==> config.mk <==
export PLATFORM = sky130hd
export DESIGN_NAME = tit_tensor_lane
export DESIGN_NICKNAME = d
export VERILOG_FILES = /design/src/rtl/tit_pkg.sv /design/src/rtl/tit_tensor_lane.sv
export SDC_FILE = /design/constraint.sdc
export NUM_CORES = 2
export LEC_CHECK = 0
export ABC_AREA = 1
export BUFFER_PORTS_ARGS = -buffer_cell sky130_fd_sc_hd__buf_2
export CORE_AREA = 3 3 326 328
export DETAILED_ROUTE_END_ITERATION = 10
export DIE_AREA = 0 0 329 331
export GPL_ROUTABILITY_DRIVEN = 1
export GPL_TIMING_DRIVEN = 0
export PLACE_DENSITY = 0.69
export SETUP_SLACK_MARGIN = 0.4
export SLEW_MARGIN = 20
export SYNTH_ARGS = -nofsm -noshare
export SYNTH_HDL_FRONTEND = slang
export SYNTH_SLANG_ARGS = --single-unit
==> constraint.sdc <==
create_clock -name aclk -period 22.1 [get_ports aclk]
set_clock_uncertainty 0.2 [all_clocks]
set_input_delay 2.21 -clock aclk [delete_from_list [all_inputs] [get_ports aclk]]
set_output_delay 2.21 -clock aclk [all_outputs]
set_load 0.02 [all_outputs]
==> src/rtl/tit_pkg.sv <==
// Shared constants and the divide-by-fifteen helper for the tetrahedron inertia tensor block.
package tit_pkg;

    // Result field width and the packed result bus width (six fields, padded to bytes).
    localparam int OUT_BITS     = 49;
    localparam int M_TDATA_BITS = ((6 * OUT_BITS + 7) / 8) * 8;
    localparam int M_PAD_BITS   = M_TDATA_BITS - 6 * OUT_BITS;

    // Divisors of the diagonal moments and of the products of inertia.
    // Both are fifteen times a power of two, so a quotient is a shift followed by
    // a divide by fifteen.
    localparam int DIV_MOM  = 60;
    localparam int DIV_PROD = 120;
    localparam int SH_MOM   = 2;
    localparam int SH_PROD  = 3;

    // Any remainder is below 120, so it fits in seven bits.
    localparam int DR_BITS = 7;

    // floor(n / 15) = (n * RECIP15_MUL) >> RECIP15_SHIFT, exact for n below 2^32.
    localparam logic [31:0] RECIP15_MUL   = 32'd2290649225;
    localparam int          RECIP15_SHIFT = 35;

    // Saturation bounds of the result fields.
    localparam logic [63:0] MOM_MAX      = 64'h0001_FFFF_FFFF_FFFF;
    localparam logic [63:0] PROD_MAX     = 64'h0000_FFFF_FFFF_FFFF;
    localparam logic [63:0] PROD_MIN_MAG = 64'h0001_0000_0000_0000;

    function automatic logic [31:0] div15(input logic [31:0] n);
        logic [63:0] prod;
        prod = 64'(n) * 64'(RECIP15_MUL);
        return 32'(prod >> RECIP15_SHIFT);
    endfunction

endpackage

==> src/rtl/tit_tensor_lane.sv <==
// One tensor entry: scales a coordinate sum by the determinant, divides, saturates.
module tit_tensor_lane #(
    parameter int COORD_BITS = 10,
    parameter bit PRODUCT    = 1'b0
) (
    input  logic                                   aclk,
    input  logic [4:0]                             en,
    input  logic signed [2*COORD_BITS+3:0]         s_val,
    input  logic [3*COORD_BITS-3:0]                dq,
    input  logic [tit_pkg::DR_BITS-1:0]            dr,
    output logic [tit_pkg::OUT_BITS-1:0]           result
);
    import tit_pkg::*;

    localparam int CB       = COORD_BITS;
    localparam int SM_BITS  = 2 * CB + 3;
    localparam int SQ_BITS  = 2 * CB - 2;
    localparam int DQ_BITS  = 3 * CB - 2;
    localparam int D_BITS   = 3 * CB + 3;
    localparam int P1_BITS  = DQ_BITS + SQ_BITS;
    localparam int P2_BITS  = DQ_BITS + DR_BITS + 1;
    localparam int P3_BITS  = 2 * DR_BITS;
    localparam int Q3_BITS  = P3_BITS - 6;
    localparam int ACC_BITS = D_BITS + SM_BITS;
    localparam int K        = PRODUCT ? DIV_PROD : DIV_MOM;
    localparam int SH       = PRODUCT ? SH_PROD : SH_MOM;

    // Split the sum as S = K * sq + sr, with the magnitude and sign kept apart.
    logic [SM_BITS-1:0]  a_mag_reg, a_mag_next;
    logic [SQ_BITS-1:0]  a_sq_reg, a_sq_next;
    logic                a_neg_reg, a_neg_next;
    logic [SQ_BITS-1:0]  b_sq_reg;
    logic [DR_BITS-1:0]  b_sr_reg, b_sr_next;
    logic                b_neg_reg;
    logic [P1_BITS-1:0]  c_p1_reg, c_p1_next;
    logic [P2_BITS-1:0]  c_p2_reg, c_p2_next;
    logic [P3_BITS-1:0]  c_p3_reg, c_p3_next;
    logic                c_neg_reg;
    logic [ACC_BITS-1:0] d_acc_reg, d_acc_next;
    logic [Q3_BITS-1:0]  d_p3q_reg, d_p3q_next;
    logic                d_neg_reg;
    logic [OUT_BITS-1:0] e_res_reg, e_res_next;
    logic [63:0]         quot;

    always_comb begin
        a_neg_next = (s_val < 0);
        a_mag_next = SM_BITS'(a_neg_next ? -s_val : s_val);
        a_sq_next  = SQ_BITS'(div15(32'(a_mag_next >> SH)));
    end

    assign b_sr_next = DR_BITS'(a_mag_reg - SM_BITS'(a_sq_reg) * SM_BITS'(K));

    // With D = K * dq + dr, floor(D * S / K) = K*dq*sq + dq*sr + dr*sq + floor(dr*sr / K).
    always_comb begin
        c_p1_next = P1_BITS'(dq) * P1_BITS'(b_sq_reg);
        c_p2_next = P2_BITS'(dq) * P2_BITS'(b_sr_reg) + P2_BITS'(dr) * P2_BITS'(b_sq_reg);
        c_p3_next = P3_BITS'(dr) * P3_BITS'(b_sr_reg);
    end

    always_comb begin
        d_acc_next = ACC_BITS'(c_p1_reg) * ACC_BITS'(K) + ACC_BITS'(c_p2_reg);
        d_p3q_next = Q3_BITS'(div15(32'(c_p3_reg >> SH)));
    end

    always_comb begin
        quot = 64'(d_acc_reg + ACC_BITS'(d_p3q_reg));
        if (PRODUCT) begin
            // The quotient is truncated toward zero and then negated.
            if (d_neg_reg) begin
                e_res_next = (quot > PROD_MAX) ? OUT_BITS'(PROD_MAX) : OUT_BITS'(quot);
            end else begin
                e_res_next = (quot > PROD_MIN_MAG) ? OUT_BITS'(PROD_MIN_MAG)
                                                   : OUT_BITS'(64'd0 - quot);
            end
        end else begin
            e_res_next = (quot > MOM_MAX) ? OUT_BITS'(MOM_MAX) : OUT_BITS'(quot);
        end
    end

    always_ff @(posedge aclk) begin
        if (en[0]) begin
            a_mag_reg <= a_mag_next;
            a_sq_reg  <= a_sq_next;
            a_neg_reg <= a_neg_next;
        end
        if (en[1]) begin
            b_sq_reg  <= a_sq_reg;
            b_sr_reg  <= b_sr_next;
            b_neg_reg <= a_neg_reg;
        end
        if (en[2]) begin
            c_p1_reg  <= c_p1_next;
            c_p2_reg  <= c_p2_next;
            c_p3_reg  <= c_p3_next;
            c_neg_reg <= b_neg_reg;
        end
        if (en[3]) begin
            d_acc_reg <= d_acc_next;
            d_p3q_reg <= d_p3q_next;
            d_neg_reg <= c_neg_reg;
        end
        if (en[4]) begin
            e_res_reg <= e_res_next;
        end
    end

    assign result = e_res_reg;

endmodule
# == Word-level counts from Yosys, hierarchy flattened ==
# Cells that the tools add are included.
# classes
add_sub_neg,5
n_mul,8
div,0
n_lt_le_gt_ge,2
n_eq_ne,0
n_shift,0
mux,1
bitwise,0
reduce_logical,0
# ops
cell,n
56-bit by 8-bit adder with 57-bit output,1
57-bit by 49-bit > comparator with 1-bit output (second input constant),1
52-bit by 36-bit adder with 53-bit output,1
21-bit by 32-bit multiplier with 53-bit output (second input constant),1
46-bit by 4-bit multiplier with 50-bit output (second input constant),1
28-bit by 18-bit multiplier with 46-bit output,1
12-bit by 32-bit multiplier with 43-bit output (second input constant),1
35-bit by 25-bit adder with 36-bit output,1
28-bit by 7-bit multiplier with 35-bit output,1
7-bit by 18-bit multiplier with 25-bit output,1
24-bit by 1-bit less-than comparator with 1-bit output (second input constant),1
23-bit two-way mux,1
23-bit negator,1
18-bit by 4-bit multiplier with 5-bit output (second input constant),1
7-bit by 7-bit multiplier with 14-bit output,1
7-bit subtractor,1
# word_totals
ff_bits,259
latch_bits,0
mem_bits_rw,0
mem_bits_ro,0
out_inout_bits,49
elab_cells,26
n_memories,0

# == Logic depth before layout (Yosys ltp) ==
# depth
depth_word,3
ltp_mapped,36

# == Worst setup path after synthesis ==
# OpenSTA, ideal clock, no wires.
# synth_timing
path_kind,input -> register
start,input port s_val[1]
end,register a_sq_reg[13] (data pin)
setup_ns,0.258
arrival_ns,8.076
slack_ns,13.566
cell_stages,30
n_path_buf,1
cell_sequence,inv_1 -> ha_1 -> nand3_1 -> nor3_1 -> nand3_1 -> inv_1 -> nand3_1 -> o31ai_2 -> o21ai_0 -> nor2_1 -> xor2_1 -> inv_1 -> ha_1 -> fa_1 -> fa_1 -> fa_1 -> inv_1 -> fa_1 -> inv_1 -> ha_1 -> ha_1 -> inv_1 -> nor2_1 -> nand2_1 -> buf_2 -> nor4_1 -> nand4_1 -> nand3_1 -> a21oi_1 -> xnor2_1
# synth_via
elab_chain_len,3
# synth_lines
item,line_no,source
from (decl),tit_tensor_lane.sv:8,"input logic signed [2*COORD_BITS+3:0] s_val,"
23-bit negator / 24-bit by 1-bit less-than comparator with 1-bit output (equally long branches),"tit_tensor_lane.sv:47, tit_tensor_lane.sv:46",
23-bit two-way mux (*),tit_tensor_lane.sv:47,a_mag_next = SM_BITS'(a_neg_next ? -s_val : s_val);
21-bit by 32-bit multiplier with 53-bit output (*),tit_pkg.sv:31,prod = 64'(n) * 64'(RECIP15_MUL);
named net a_sq_next[13],tit_tensor_lane.sv:30,"logic [SQ_BITS-1:0] a_sq_reg, a_sq_next;"
to (signal assigned),tit_tensor_lane.sv:83,a_sq_reg <= a_sq_next;
to (decl),tit_tensor_lane.sv:30,
# Mark *: on every way through the listed nets, which the timed path passes. The rest lies on a longest branch.
# A chain may end at the register's enable or synchronous reset.

# == Worst setup path after layout ==
# layout_timing
start,input port s_val[0]
end,register a_sq_reg[17] (data pin)
# The elaborated chain is that of the path after synthesis.

==> results.py <==
metrics = {
    "outcome": {
        "status": "finished clean",
    },
    "finish": {
        "nNetsFinal": 8580,
        "largest_reg_flops": 53,
        "fin_area_mm2": 0.0582,
        "syn_to_final_growth_pct": 5.98,
        "stdcell_count": 8494,
        "drive_gt1_share_pct": 2.88,
        "fill_cells": 9876,
    },
    "synthesis": {
        "synth.most_common_cell": "inv_1",
        "yosys-top-cells-count": "inv_1, nand2_1, fa_1, ha_1, nor2_1",
        "yosys.cell_types.count": 59,
        "synth-edff-count": 254,
        "synth-seq-cells": 254,
        "synth_fp_nets": 8462,
        "synthCells": 6970,
        "async_flop_share_pct": 0,
        "dominantRegCellSynth": "edfxtp_1",
        "synth_top_cell_area_share_pct": 31.3,
        "synth_area_leaders": "fa_1, edfxtp_1, ha_1",
        "ys_warn_count": 0,
        "synth_top_cell_by_area": "fa_1",
        "ys_seq_area_share_pct": 13.9,
        "synth_area_mm2": 0.0549,
        "syn_avg_cell_area_um2": 7.88,
    },
    "drt": {
        "drt-wirelength-per-cell_um": 20.9,
        "drtIter0Drc": 3886,
        "avgViaCountPerCell": 5.36,
        "vias": 45500,
        "drt_wl_total_um": 177000,
        "dr.pass1.iters": 6,
        "drc_errors": 0,
        "antenna_left": 0,
    },
    "grt": {
        "grtUsageTotal_pct": 33.1,
        "grt_pass1_wl_um": 271000,
        "antenna_found_initial": 5,
        "grt_overflow": 0,
        "grt_pass1_vias": 46300,
        "grt_max_degree": 62,
    },
    "critical_path": {
        "crit_path_end_kind": "register",
        "startpoint_type": "primary input",
        "critical_path_arrival_ps": 9420,
        "cp.required_ps": 22220,
        "crit_slowest_cell": "fa_1",
        "crit_type": "primary input to register",
        "max_stage_delay_ps": 600,
        "r2r-start": "b_sq_reg[8]$_DFFE_PP_",
        "cpMostUsedCell": "inv_1",
        "path_max_fanout": 3,
        "crit_start": "s_val[0]",
    },
    "clock_network": {
        "cts_sinks": 254,
        "clk_pin_slew_worst_paths_ps": 70,
        "cts-root-buf": "clkbuf_16",
        "htreeDepth": 2,
        "cts.repair.resized": 0,
        "cts_made_buffers": 35,
        "hold_buffers": 0,
        "clock_path_buffers": 3,
        "worstSkewPairLatency_ps": 590,
        "cts_tree": "built",
        "postCtsSetupBuffers": 0,
    },
    "die": {
        "die_area_mm2": 0.109,
        "core-area_mm2": 0.103,
        "num_rows": 118,
        "ios": 114,
        "dieWidth_um": 329,
        "start_util_pct": 53.1,
        "die_h_um": 331,
    },
    "placement": {
        "dp_slack_ps": 12200,
        "numPlacedInstances": 8431,
        "placed_area_mm2": 0.0571,
        "io_buffers": 80,
        "dp_hpwl_um": 152000,
        "gp_routability_congestion": 1.01,
    },
    "timing": {
        "finalHoldViolCount": 0,
        "setup_tns_ps": 0,
        "setup_slack_ps": 12810,
        "slew_violations": 0,
        "tightestPinTransition_ps": 1210,
        "fin_crit_sh_pct": 42.1,
        "fmax_ghz": 0.108,
        "fin_crit_ps": 9300,
        "rsz0062_at_grt": "false",
        "slew_headroom_pct": 19.3,
        "setup_viol": 0,
    },
    "hold_path": {
        "min_from": "a_sq_reg[6]$_DFFE_PP_",
        "hp-class": "register to register",
    },
    "run": {
        "maxCapViolations": 0,
    },
}
[layer usage]
layer  global-route usage, %  vias up  part of all wire [%]
met5                       0        -                0.0068
met4                    14.4        2                   5.1
met3                    6.66      416                   9.1
met1                    43.8    22000                    41
met2                    53.0     1985                    45
li1                        -    21200                     -
[through the flow]
step / util [%] / hold WS, ps
after global routing: 56.2 / 209
final: 56.2 / 207
after global placement: 55.1 / 202
after detailed placement: 55.1 / 205
after CTS: 56.2 / 197
after floorplan: - / 200
[kinds of logic (layout without fill, tap and decap cells)]
| logic type | count (synthesis) | count (layout) | synth area share (%) |
|---|---|---|---|
| and+or+nand+nor | 2399 | 2399 | 17.6 |
| buffers and inverters | 2040 | 2181 | 14.0 |
| adders and majority gates | 1427 | 1427 | 44.3 |
| AOI/OAI and AO/OA | 596 | 596 | 6.18 |
| xor gates and xnor gates | 254 | 254 | 4.05 |
| DFF | 254 | 254 | 13.9 |
| other | 0 | 3 | 0 |
[worst paths after layout]
kind         cells after the start  slack (ps)                     end
min reg2reg                      0         210   b_sq_reg[6]$_DFFE_PP_
max                             30       12810  a_sq_reg[17]$_DFFE_PP_
max reg2reg                     24       13940  c_p1_reg[44]$_DFFE_PP_
min                              0         210   b_sq_reg[6]$_DFFE_PP_
[layout make-up]
class / count / area (um2) / area share [%]
multi-input cells: 4676 / 39600 / 68.1
flip-flops and latches: 254 / 7630 / 13.1
inverters: 1829 / 6870 / 11.8
well taps: 1380 / 1730 / 2.97
clock buffers: 41 / 898 / 1.54
plain buffers: 211 / 825 / 1.42
repair buffers: 81 / 433 / 0.744
clock inverters: 19 / 208 / 0.357
diodes: 3 / 7.51 / 0.0129
[layout by cell type (no fill, tap or decap), drive strengths merged, types with 8 or more instances in the layout]
| cell | count |
|---|---|
| o21ai | 155 |
| a21o | 20 |
| nor4 | 19 |
| a21oi | 276 |
| nor2 | 370 |
| inv | 1831 |
| nor3 | 68 |
| xor2 | 168 |
| edfxtp | 254 |
| o31ai | 8 |
| nand3b | 11 |
| a31oi | 47 |
| fa | 859 |
| o21a | 13 |
| nand3 | 128 |
| nand4 | 56 |
| clkbuf | 238 |
| clkinv | 12 |
| ha | 568 |
| xnor2 | 86 |
| a211oi | 8 |
| o21bai | 24 |
| o211ai | 11 |
| a21boi | 12 |
| nand2 | 1737 |
| buf | 95 |
[critical path, delay by kind of cell]
| kind | cells | cell delay [ps] |
|---|---|---|
| compound gates | 8 | 1990 |
| xor+xnor | 2 | 480 |
| buf+inv | 7 | 690 |
| simple gates | 5 | 710 |
| fa+ha+maj | 8 | 3320 |
Power is not shown: default switching activity piles up to over one toggle a cycle in this logic, so the estimate is an artifact.
